==> src/sv/esc_pkg.sv <==
// Package for the epoch-seconds to calendar unit: field widths, calendar
// constants, reciprocals, the control-word layout and the read-only sequencer program.
// Depends on nothing.
`default_nettype none

package esc_pkg;

   // Field widths of the input and result items
   localparam int unsigned EPOCH_W   = 31;
   localparam int unsigned YEAR_W    = 11;
   localparam int unsigned MONTH_W   = 4;
   localparam int unsigned MDAY_W    = 5;
   localparam int unsigned YDAY_W    = 9;
   localparam int unsigned WDAY_W    = 3;
   localparam int unsigned HOUR_W    = 5;
   localparam int unsigned MIN_W     = 6;
   localparam int unsigned SEC_W     = 6;

   // Internal widths
   localparam int unsigned DAYS_W    = 15;  // whole days since the epoch, up to 24855
   localparam int unsigned TOD_W     = 17;  // seconds within a day, below 86400
   localparam int unsigned QDAY_W    = 11;  // day within a four-year block, below 1461
   localparam int unsigned PC_W      = 5;

   // Calendar constants
   localparam int unsigned SECS_PER_MIN  = 60;
   localparam int unsigned SECS_PER_HOUR = 60 * SECS_PER_MIN;
   localparam int unsigned SECS_PER_DAY  = 24 * SECS_PER_HOUR;
   localparam int unsigned DAYS_PER_QUAD = 4 * 365 + 1;
   localparam int unsigned BASE_YEAR     = 1970;
   localparam int unsigned BASE_WEEKDAY  = 4;
   localparam int unsigned DAYS_YEAR     = 365;

   // Reciprocals scaled by 2^31, rounded down; the estimate they give is
   // the true quotient or one short of it for any dividend below 2^31
   localparam int unsigned RECIP_SHIFT = EPOCH_W;
   localparam int unsigned RECIP_W     = 26;
   localparam int unsigned PROD_W      = EPOCH_W + RECIP_W;
   localparam logic [RECIP_W-1:0] RECIP_DAY  = RECIP_W'((64'd1 << RECIP_SHIFT) / SECS_PER_DAY);
   localparam logic [RECIP_W-1:0] RECIP_QUAD = RECIP_W'((64'd1 << RECIP_SHIFT) / DAYS_PER_QUAD);
   localparam logic [RECIP_W-1:0] RECIP_HOUR = RECIP_W'((64'd1 << RECIP_SHIFT) / SECS_PER_HOUR);
   localparam logic [RECIP_W-1:0] RECIP_MIN  = RECIP_W'((64'd1 << RECIP_SHIFT) / SECS_PER_MIN);

   // Program addresses
   localparam logic [PC_W-1:0] PC_WAIT      = 5'd0;
   localparam logic [PC_W-1:0] PC_DAY_MUL   = 5'd1;
   localparam logic [PC_W-1:0] PC_DAY_QUO   = 5'd2;
   localparam logic [PC_W-1:0] PC_DAY_REM   = 5'd3;
   localparam logic [PC_W-1:0] PC_DAY_FIX   = 5'd4;
   localparam logic [PC_W-1:0] PC_SAVE_DAYS = 5'd5;
   localparam logic [PC_W-1:0] PC_QUAD_MUL  = 5'd6;
   localparam logic [PC_W-1:0] PC_QUAD_QUO  = 5'd7;
   localparam logic [PC_W-1:0] PC_QUAD_REM  = 5'd8;
   localparam logic [PC_W-1:0] PC_QUAD_FIX  = 5'd9;
   localparam logic [PC_W-1:0] PC_SAVE_QUAD = 5'd10;
   localparam logic [PC_W-1:0] PC_MONTH     = 5'd11;
   localparam logic [PC_W-1:0] PC_HOUR_MUL  = 5'd12;
   localparam logic [PC_W-1:0] PC_HOUR_QUO  = 5'd13;
   localparam logic [PC_W-1:0] PC_HOUR_REM  = 5'd14;
   localparam logic [PC_W-1:0] PC_HOUR_FIX  = 5'd15;
   localparam logic [PC_W-1:0] PC_SAVE_HOUR = 5'd16;
   localparam logic [PC_W-1:0] PC_MIN_MUL   = 5'd17;
   localparam logic [PC_W-1:0] PC_MIN_QUO   = 5'd18;
   localparam logic [PC_W-1:0] PC_MIN_REM   = 5'd19;
   localparam logic [PC_W-1:0] PC_MIN_FIX   = 5'd20;
   localparam logic [PC_W-1:0] PC_SAVE_MIN  = 5'd21;
   localparam logic [PC_W-1:0] PC_OUT       = 5'd22;

   typedef enum logic [3:0] {
      OP_WAIT,
      OP_MUL,
      OP_QUO,
      OP_REM,
      OP_FIX,
      OP_SAVE_DAYS,
      OP_SAVE_QUAD,
      OP_MONTH,
      OP_SAVE_HOUR,
      OP_SAVE_MIN,
      OP_OUT
   } op_type;

   typedef enum logic [1:0] {
      DSEL_DAY,
      DSEL_QUAD,
      DSEL_HOUR,
      DSEL_MIN
   } dsel_type;

   typedef enum logic [1:0] {
      COND_ALWAYS,
      COND_ACCEPT,
      COND_OUT_FREE
   } cond_type;

   // One control word: operation, divisor, jump condition and target
   typedef struct packed {
      op_type                op;
      dsel_type              dsel;
      cond_type              cond;
      logic [PC_W-1:0]       target;
   } uword_type;

   // Read-only program
   function automatic uword_type ucode(input logic [PC_W-1:0] pc);
      uword_type w;
      w = '{op: OP_WAIT, dsel: DSEL_DAY, cond: COND_ALWAYS, target: PC_WAIT};
      case (pc)
         PC_WAIT:      w = '{OP_WAIT, DSEL_DAY, COND_ACCEPT, PC_DAY_MUL};
         PC_DAY_MUL:   w = '{OP_MUL, DSEL_DAY, COND_ALWAYS, PC_DAY_QUO};
         PC_DAY_QUO:   w = '{OP_QUO, DSEL_DAY, COND_ALWAYS, PC_DAY_REM};
         PC_DAY_REM:   w = '{OP_REM, DSEL_DAY, COND_ALWAYS, PC_DAY_FIX};
         PC_DAY_FIX:   w = '{OP_FIX, DSEL_DAY, COND_ALWAYS, PC_SAVE_DAYS};
         PC_SAVE_DAYS: w = '{OP_SAVE_DAYS, DSEL_DAY, COND_ALWAYS, PC_QUAD_MUL};
         PC_QUAD_MUL:  w = '{OP_MUL, DSEL_QUAD, COND_ALWAYS, PC_QUAD_QUO};
         PC_QUAD_QUO:  w = '{OP_QUO, DSEL_QUAD, COND_ALWAYS, PC_QUAD_REM};
         PC_QUAD_REM:  w = '{OP_REM, DSEL_QUAD, COND_ALWAYS, PC_QUAD_FIX};
         PC_QUAD_FIX:  w = '{OP_FIX, DSEL_QUAD, COND_ALWAYS, PC_SAVE_QUAD};
         PC_SAVE_QUAD: w = '{OP_SAVE_QUAD, DSEL_QUAD, COND_ALWAYS, PC_MONTH};
         PC_MONTH:     w = '{OP_MONTH, DSEL_HOUR, COND_ALWAYS, PC_HOUR_MUL};
         PC_HOUR_MUL:  w = '{OP_MUL, DSEL_HOUR, COND_ALWAYS, PC_HOUR_QUO};
         PC_HOUR_QUO:  w = '{OP_QUO, DSEL_HOUR, COND_ALWAYS, PC_HOUR_REM};
         PC_HOUR_REM:  w = '{OP_REM, DSEL_HOUR, COND_ALWAYS, PC_HOUR_FIX};
         PC_HOUR_FIX:  w = '{OP_FIX, DSEL_HOUR, COND_ALWAYS, PC_SAVE_HOUR};
         PC_SAVE_HOUR: w = '{OP_SAVE_HOUR, DSEL_HOUR, COND_ALWAYS, PC_MIN_MUL};
         PC_MIN_MUL:   w = '{OP_MUL, DSEL_MIN, COND_ALWAYS, PC_MIN_QUO};
         PC_MIN_QUO:   w = '{OP_QUO, DSEL_MIN, COND_ALWAYS, PC_MIN_REM};
         PC_MIN_REM:   w = '{OP_REM, DSEL_MIN, COND_ALWAYS, PC_MIN_FIX};
         PC_MIN_FIX:   w = '{OP_FIX, DSEL_MIN, COND_ALWAYS, PC_SAVE_MIN};
         PC_SAVE_MIN:  w = '{OP_SAVE_MIN, DSEL_MIN, COND_ALWAYS, PC_OUT};
         PC_OUT:       w = '{OP_OUT, DSEL_MIN, COND_OUT_FREE, PC_WAIT};
         default:      w = '{OP_WAIT, DSEL_DAY, COND_ALWAYS, PC_WAIT};
      endcase
      return w;
   endfunction

   // Divisor selected by a control word
   function automatic logic [EPOCH_W-1:0] divisor(input dsel_type sel);
      logic [EPOCH_W-1:0] d;
      case (sel)
         DSEL_DAY:  d = EPOCH_W'(SECS_PER_DAY);
         DSEL_QUAD: d = EPOCH_W'(DAYS_PER_QUAD);
         DSEL_HOUR: d = EPOCH_W'(SECS_PER_HOUR);
         DSEL_MIN:  d = EPOCH_W'(SECS_PER_MIN);
         default:   d = EPOCH_W'(SECS_PER_MIN);
      endcase
      return d;
   endfunction

   // Scaled reciprocal of the divisor selected by a control word
   function automatic logic [RECIP_W-1:0] recip(input dsel_type sel);
      logic [RECIP_W-1:0] r;
      case (sel)
         DSEL_DAY:  r = RECIP_DAY;
         DSEL_QUAD: r = RECIP_QUAD;
         DSEL_HOUR: r = RECIP_HOUR;
         DSEL_MIN:  r = RECIP_MIN;
         default:   r = RECIP_MIN;
      endcase
      return r;
   endfunction

   // First day of year of each month; one more from March on in a leap year
   function automatic logic [YDAY_W-1:0] month_start(input logic [MONTH_W-1:0] mon,
                                                      input logic leap);
      logic [YDAY_W-1:0] s;
      case (mon)
         4'd0:    s = 9'd0;
         4'd1:    s = 9'd31;
         4'd2:    s = 9'd59;
         4'd3:    s = 9'd90;
         4'd4:    s = 9'd120;
         4'd5:    s = 9'd151;
         4'd6:    s = 9'd181;
         4'd7:    s = 9'd212;
         4'd8:    s = 9'd243;
         4'd9:    s = 9'd273;
         4'd10:   s = 9'd304;
         4'd11:   s = 9'd334;
         default: s = 9'd334;
      endcase
      if (leap && (mon >= 4'd2)) begin
         s = s + 9'd1;
      end
      return s;
   endfunction

endpackage : esc_pkg

`default_nettype wire

==> src/sv/epoch_seconds_to_calendar_unit.sv <==
// Epoch-seconds to UTC calendar converter, top level.
// Uses esc_pkg for widths, constants and the sequencer program.
//
// Converts a count of seconds since 1970-01-01 00:00:00 UTC (31 bits, so up
// to 2038-01-19 03:14:07) into year, month, day of month, day of year,
// weekday, hour, minute and second, with a leap year every fourth year.
// One item is in work at a time: req_tready rises again at the same edge
// at which the result of the last item comes to stand on rsp_, so a new
// item is accepted only once the last one is through. The program runs
// four divisions by constants (a day, a four-year block, an hour and a
// minute), each done in four steps as a reciprocal multiplication, a
// back-multiplication, a subtraction and one correction, plus four steps
// that store partial results, one month step and the output step. The
// result sits in an output register, so a new item is accepted while an
// earlier result still waits for rsp_tready; the program then holds at its
// output step until that register is free.
`default_nettype none

module epoch_seconds_to_calendar_unit (
   input  wire logic        clock,
   input  wire logic        reset,
   input  wire logic        req_tvalid,
   output logic             req_tready,
   input  wire logic [31:0] req_tdata,   // [30:0] epoch_seconds, [31] zero
   output logic             rsp_tvalid,
   input  wire logic        rsp_tready,
   output logic [55:0]      rsp_tdata    // [10:0] cal_year, [14:11] month_index,
                                         // [19:15] day_of_month, [28:20] day_of_year,
                                         // [31:29] weekday, [36:32] hour_of_day,
                                         // [42:37] minute_of_hour,
                                         // [48:43] second_of_minute, [55:49] zero
);

   import esc_pkg::*;

   localparam int unsigned RSP_BITS = YEAR_W + MONTH_W + MDAY_W + YDAY_W + WDAY_W
                                      + HOUR_W + MIN_W + SEC_W;
   localparam int unsigned RSP_PAD  = 56 - RSP_BITS;

   // Sequencer
   logic [PC_W-1:0]      pc_ff, pc_in;
   uword_type            uw;
   logic                 cond_ok;
   logic                 req_fire;
   logic                 out_free;

   // Datapath
   logic [EPOCH_W-1:0]   acc_ff, acc_in;
   logic [DAYS_W-1:0]    quo_ff, quo_in;
   logic [PROD_W-1:0]    prod_ff, prod_in;
   logic [TOD_W-1:0]     tod_ff, tod_in;
   logic [YEAR_W-1:0]    year_ff, year_in;
   logic [YDAY_W-1:0]    yday_ff, yday_in;
   logic                 leap_ff, leap_in;
   logic [WDAY_W-1:0]    wday_ff, wday_in;
   logic [MONTH_W-1:0]   mon_ff, mon_in;
   logic [MDAY_W-1:0]    mday_ff, mday_in;
   logic [HOUR_W-1:0]    hour_ff, hour_in;
   logic [MIN_W-1:0]     min_ff, min_in;
   logic [SEC_W-1:0]     sec_ff, sec_in;

   // Division by a constant
   logic [EPOCH_W-1:0]   div_val;
   logic [RECIP_W-1:0]   recip_val;
   logic [DAYS_W-1:0]    quo_est;
   logic [EPOCH_W-1:0]   back_prod;

   // Helpers for the calendar steps
   logic [5:0]           wsum1;
   logic [3:0]           wsum2;
   logic [3:0]           wsum3;
   logic [QDAY_W-1:0]    qday;
   logic [1:0]           yoff;
   logic [QDAY_W-1:0]    qbase;
   logic [QDAY_W-1:0]    qdiff;
   logic [MONTH_W-1:0]   mon_sel;
   logic [YDAY_W-1:0]    mday_full;

   // Result register
   logic                 rsp_valid_ff, rsp_valid_in;
   logic [55:0]          rsp_data_ff, rsp_data_in;

   assign req_fire   = req_tvalid && req_tready;
   assign out_free   = !rsp_valid_ff || rsp_tready;
   assign req_tready = (pc_ff == PC_WAIT);
   assign rsp_tvalid = rsp_valid_ff;
   assign rsp_tdata  = rsp_data_ff;

   // Fetch the control word and resolve the jump
   always_comb begin
      uw = ucode(pc_ff);
      case (uw.cond)
         COND_ALWAYS:   cond_ok = 1'b1;
         COND_ACCEPT:   cond_ok = req_fire;
         COND_OUT_FREE: cond_ok = out_free;
         default:       cond_ok = 1'b1;
      endcase
      pc_in = cond_ok ? uw.target : pc_ff;
   end

   // Result register: load on the output step, drop once taken
   always_comb begin
      rsp_valid_in = rsp_valid_ff;
      rsp_data_in  = rsp_data_ff;
      if (rsp_valid_ff && rsp_tready) begin
         rsp_valid_in = 1'b0;
      end
      if ((uw.op == OP_OUT) && out_free) begin
         rsp_valid_in = 1'b1;
         rsp_data_in  = {{RSP_PAD{1'b0}}, sec_ff, min_ff, hour_ff, wday_ff,
                         yday_ff, mday_ff, mon_ff, year_ff};
      end
   end

   // Datapath controlled by the current word
   always_comb begin
      acc_in  = acc_ff;
      quo_in  = quo_ff;
      prod_in = prod_ff;
      tod_in  = tod_ff;
      year_in = year_ff;
      yday_in = yday_ff;
      leap_in = leap_ff;
      wday_in = wday_ff;
      mon_in  = mon_ff;
      mday_in = mday_ff;
      hour_in = hour_ff;
      min_in  = min_ff;
      sec_in  = sec_ff;

      // Quotient estimate from the reciprocal product, true or one short
      div_val   = divisor(uw.dsel);
      recip_val = recip(uw.dsel);
      quo_est   = prod_ff[RECIP_SHIFT +: DAYS_W];
      back_prod = EPOCH_W'(quo_est) * div_val;

      // Weekday: fold octal digits, since eight is one modulo seven
      wsum1 = 6'(quo_ff[2:0]) + 6'(quo_ff[5:3]) + 6'(quo_ff[8:6])
              + 6'(quo_ff[11:9]) + 6'(quo_ff[14:12]) + 6'(BASE_WEEKDAY);
      wsum2 = 4'(wsum1[2:0]) + 4'(wsum1[5:3]);
      wsum3 = 4'(wsum2[2:0]) + 4'(wsum2[3]);

      // Year within the four-year block: 365, 365, 366, 365 days
      qday = acc_ff[QDAY_W-1:0];
      if (qday < QDAY_W'(DAYS_YEAR)) begin
         yoff  = 2'd0;
         qbase = '0;
      end else if (qday < QDAY_W'(2 * DAYS_YEAR)) begin
         yoff  = 2'd1;
         qbase = QDAY_W'(DAYS_YEAR);
      end else if (qday < QDAY_W'(3 * DAYS_YEAR + 1)) begin
         yoff  = 2'd2;
         qbase = QDAY_W'(2 * DAYS_YEAR);
      end else begin
         yoff  = 2'd3;
         qbase = QDAY_W'(3 * DAYS_YEAR + 1);
      end
      qdiff = qday - qbase;

      // Month: last month whose first day is not past the day of year
      mon_sel = '0;
      for (int m = 1; m < 12; m++) begin
         if (yday_ff >= month_start(MONTH_W'(m), leap_ff)) begin
            mon_sel = MONTH_W'(m);
         end
      end
      mday_full = yday_ff - month_start(mon_sel, leap_ff) + YDAY_W'(1);

      case (uw.op)
         OP_WAIT: begin
            if (req_fire) begin
               acc_in = req_tdata[EPOCH_W-1:0];
               quo_in = '0;
            end
         end
         // Multiply the dividend by the scaled reciprocal
         OP_MUL: begin
            prod_in = PROD_W'(acc_ff) * PROD_W'(recip_val);
         end
         // Take the estimate and multiply it back by the divisor
         OP_QUO: begin
            quo_in  = quo_est;
            prod_in = PROD_W'(back_prod);
         end
         // Remainder of the estimate
         OP_REM: begin
            acc_in = acc_ff - prod_ff[EPOCH_W-1:0];
         end
         // Add the one missing unit where the remainder is still too large
         OP_FIX: begin
            if (acc_ff >= div_val) begin
               acc_in = acc_ff - div_val;
               quo_in = quo_ff + DAYS_W'(1);
            end
         end
         OP_SAVE_DAYS: begin
            tod_in  = acc_ff[TOD_W-1:0];
            acc_in  = EPOCH_W'(quo_ff);
            wday_in = (wsum3 == 4'd7) ? '0 : wsum3[WDAY_W-1:0];
            quo_in  = '0;
         end
         OP_SAVE_QUAD: begin
            year_in = YEAR_W'(BASE_YEAR) + {quo_ff[YEAR_W-3:0], 2'b00}
                      + YEAR_W'(yoff);
            yday_in = qdiff[YDAY_W-1:0];
            leap_in = (yoff == 2'd2);
            quo_in  = '0;
         end
         OP_MONTH: begin
            mon_in  = mon_sel;
            mday_in = mday_full[MDAY_W-1:0];
            acc_in  = EPOCH_W'(tod_ff);
            quo_in  = '0;
         end
         OP_SAVE_HOUR: begin
            hour_in = quo_ff[HOUR_W-1:0];
            quo_in  = '0;
         end
         OP_SAVE_MIN: begin
            min_in = quo_ff[MIN_W-1:0];
            sec_in = acc_ff[SEC_W-1:0];
         end
         OP_OUT: begin
            quo_in = quo_ff;
         end
         default: begin
            quo_in = quo_ff;
         end
      endcase
   end

   // Control state
   always_ff @(posedge clock) begin
      if (reset) begin
         pc_ff        <= PC_WAIT;
         rsp_valid_ff <= 1'b0;
      end else begin
         pc_ff        <= pc_in;
         rsp_valid_ff <= rsp_valid_in;
      end
   end

   // Payload registers
   always_ff @(posedge clock) begin
      acc_ff      <= acc_in;
      quo_ff      <= quo_in;
      prod_ff     <= prod_in;
      tod_ff      <= tod_in;
      year_ff     <= year_in;
      yday_ff     <= yday_in;
      leap_ff     <= leap_in;
      wday_ff     <= wday_in;
      mon_ff      <= mon_in;
      mday_ff     <= mday_in;
      hour_ff     <= hour_in;
      min_ff      <= min_in;
      sec_ff      <= sec_in;
      rsp_data_ff <= rsp_data_in;
   end

endmodule : epoch_seconds_to_calendar_unit

`default_nettype wire

==> config.mk <==
export PLATFORM = sky130hd
export DESIGN_NAME = epoch_seconds_to_calendar_unit
export DESIGN_NICKNAME = d
export VERILOG_FILES = /design/src/sv/esc_pkg.sv /design/src/sv/epoch_seconds_to_calendar_unit.sv
export SDC_FILE = /design/constraint.sdc
export NUM_CORES = 2
export LEC_CHECK = 0
export ABC_AREA = 1
export BUFFER_PORTS_ARGS = -buffer_cell sky130_fd_sc_hd__buf_2
export CAP_MARGIN = 0
export CORE_MARGIN = 2
export CORE_UTILIZATION = 55
export CTS_CLUSTER_SIZE = 20
export DETAILED_ROUTE_END_ITERATION = 16
export PLACE_DENSITY_LB_ADDON = 0.2
export SYNTH_ARGS = -nofsm -noshare
export SYNTH_HDL_FRONTEND = slang
export SYNTH_SLANG_ARGS = --single-unit
==> constraint.sdc <==
create_clock -name clock -period 8.52 [get_ports clock]
set_clock_uncertainty 0.05 [all_clocks]
set_input_delay 1.278 -clock clock [delete_from_list [all_inputs] [get_ports clock]]
set_output_delay 1.278 -clock clock [all_outputs]
set_load 0.03 [all_outputs]
==> results.yml <==
timing:
  fin_crit_ns: 8.14
  tns_ns: 0
  tightest_slew_ns: 1.15
  timing.final.crit_share_pct: 95.6
  maxSlewViolCount: 0
  fmax_mhz: 123
  grt_setup_unrepaired: "no"
  slew_headroom_pct: 23.2
  setup_viol: 0
  final_hold_viol_count: 0
setup_path:
  critical_path.startpoint_type: "flip-flop"
  required_ns: 8.82
  cpMostUsedCell: "nand2_1"
  critPathCaptureType: "flip-flop"
  path_class: "reg -> reg"
  cpPeakStageDelay_ns: 0.98
  cpMaxStageDelayCell: "ha_2"
  arrival_ns: 8.44
  crit_path_max_fanout: 30
synthesis:
  ys_seq_area_share_pct: 15.4
  yosysWarningCount: 0
  syn-instance-count: 5450
  synth_top_area_share_pct: 28.4
  yosys.area.top_type: "fa_1"
  async_flop_share_pct: 0
  ys_ff_latch: 227
  synth_area_leaders: "fa_1 (28%), ha_1 (15%), edfxtp_1 (15%), inv_1 (13%), nand2_1 (8.6%)"
  synth_top_flop_cell: "edfxtp_1"
  synth.avg_cell_area_um2: 7.89
  yosysUniqueCellTypes: 67
  netlist_area_um2: 43000
  synth_edf_count: 208
cts:
  clk_pin_slew_ns: 0.06
  cts.path.max_buffers: 3
  cts_buffers: 29
  clk_latency_ns: 0.60
  cts.sinks: 227
  htreeDepth: 1
  cts_repair_resize_count: 0
  cts_tree: "yes"
  cts_setup_buffers: 0
  holdBufCountCts: 0
  cts-root-buf: "clkbuf_16"
placed_design:
  globalplace.congestion: 1.04
  place_hpwl_mm: 120
  place_area_um2: 44900
  io_buffers: 85
detailed_routing:
  wl_per_cell_um: 21.1
  postRouteWirelength_mm: 139
  detail_route.first_pass.iterations: 6
  ant_nets: 0
  viasPerCell: 5.40
  drc_errors: 0
  vias: 35609
  drt-initial-drc-count: 3478
floorplan:
  core_region_area_um2: 77500
  io_pins: 94
  die_h_um: 284
  initial_core_util_pct: 55.5
  fp-row-count: 102
  die_w_um: 284
  die-area_um2: 80400
finish:
  fillCellCount: 7214
  fin_nets: 6681
  syn_to_final_growth_pct: 6.70
  final_area_um2: 45900
  utilization_pct: 59.2
  drive_above_1_share_pct: 5.06
job:
  maxCapViolations: 0
grt:
  grt_usage_pct: 35.1
  grt_pass1_vias: 35527
  grt_pass1_wl_mm: 213
  grt_max_degree: 50
  grt_antenna_before_repair: 6
  grt_overflow_total: 0
worst_hold_path:
  min_path_type: "reg -> reg"
run_status:
  status: "completed"
[cells in the final DEF (no fill, tap or decap), drive strengths merged, types with 7 or more instances in the layout]
master,n
clkinv,13
inv,1544
a31oi,9
o21ai,224
or2,7
ha,506
nand3,208
nor4,15
conb,7
buf,160
o211ai,7
a21boi,26
o21a,7
xnor2,27
nand4,49
dfxtp,19
nor3,36
nor2,465
fa,611
nand3b,8
xor2,68
a21oi,186
nand2,992
edfxtp,208
o21bai,53
clkbuf,30
a21o,20
[cell type report]
| type | count | area [µm²] | area share, % |
|---|---|---|---|
| Timing Repair Buffer | 160 | 1010 | 2.21 |
| Tap cell | 1040 | 1300 | 2.84 |
| Antenna cell | 2 | 5.00 | 0.0109 |
| Multi-Input combinational cell | 3567 | 30100 | 65.7 |
| Clock inverter | 23 | 279 | 0.608 |
| Sequential cell | 227 | 6630 | 14.4 |
| Clock buffer | 30 | 729 | 1.59 |
| Inverter | 1543 | 5790 | 12.6 |
[critical path: cells and delay by family, from the launching register on]
| family | cells | cell delay, ns |
|---|---|---|
| compound gates | 1 | 0.32 |
| simple gates | 13 | 1.59 |
| buf+inv | 8 | 0.92 |
| fa+ha+maj | 9 | 4.62 |
| flops | 1 | 0.36 |
[kinds of logic (layout without fill, tap and decap cells)]
kind of cell | after synthesis | in the layout | share of synthesized area (%)
buffers and inverters | 1662 | 1756 | 14.7
adders and majority gates | 1117 | 1117 | 43.2
and+or+nand+nor | 1788 | 1788 | 17.2
DFF | 227 | 227 | 15.4
xor gates and xnor gates | 95 | 95 | 1.93
other | 1 | 9 | 0.00872
AOI/OAI and AO/OA | 560 | 560 | 7.54
[synth_stat cells (5+ instances only)]
cell      instances
a21boi_0         24
a21o_1           20
a21oi_1         185
a221oi_1          5
a31oi_1           9
and3_1            5
buf_1             8
buf_2            25
buf_4             8
clkbuf_1         72
dfxtp_1          19
edfxtp_1        208
fa_1            611
ha_1            506
inv_1          1529
inv_2             9
nand2_1         982
nand2_2           7
nand3_1         201
nand3_2           6
nand3b_1          8
nand4_1          49
nor2_1          454
nor2_2            9
nor3_1           34
nor4_1           13
o211ai_1          6
o21a_1            7
o21ai_0         204
o21ai_1          12
o21ai_2           7
o21bai_1         52
o32ai_1           5
or2_2             5
xnor2_1          27
xor2_1           68
[state kept, by name, summed over array words and instances, names as in the netlist]
signal,cells
acc_ff,31
hour_ff,5
leap_ff,1
mday_ff,5
min_ff,6
mon_ff,4
pc_ff,5
prod_ff,46
quo_ff,15
rsp_tdata,49
rsp_tvalid,1
sec_ff,6
tod_ff,17
uw,13
wday_ff,3
yday_ff,9
year_ff,11
[metrics by stage]
stage / hold WS, ns / setup slack, ns / std cells
2_1_floorplan: 0.350 / 1.01 / 5456
3_3_place_gp: 0.351 / 0.721 / 6537
3_5_place_dp: 0.355 / 0.623 / 6537
4_1_cts: 0.366 / 0.572 / 6590
5_1_grt: 0.373 / 0.126 / 6590
6_report: 0.362 / 0.379 / 6592
[path summary, 6_finish.rpt]
path,startpoint,end,slack (ns),cells past startpoint
worst max-delay path,uw[7],prod_ff[26],0.38,31
worst min-delay path,mday_ff[1],rsp_tdata[16],0.36,0
worst max register to register,uw[7],prod_ff[26],0.38,31
worst min register to register,mday_ff[1],rsp_tdata[16],0.36,0
[routing by layer]
layer | wire (µm) | vias to the layer above | share of wire (%) | track usage, %
li1 | - | 16677 | - | -
met4 | 9050 | 8 | 6.5 | 18.3
met2 | 61400 | 1586 | 44 | 54.8
met1 | 55100 | 16967 | 40 | 46.1
met5 | 67 | - | 0.048 | 0
met3 | 13600 | 371 | 9.8 | 7.60
Power is left out: the tool's default activity adds up to more than one toggle a clock period on the data nets, which glitch-free logic cannot reach.
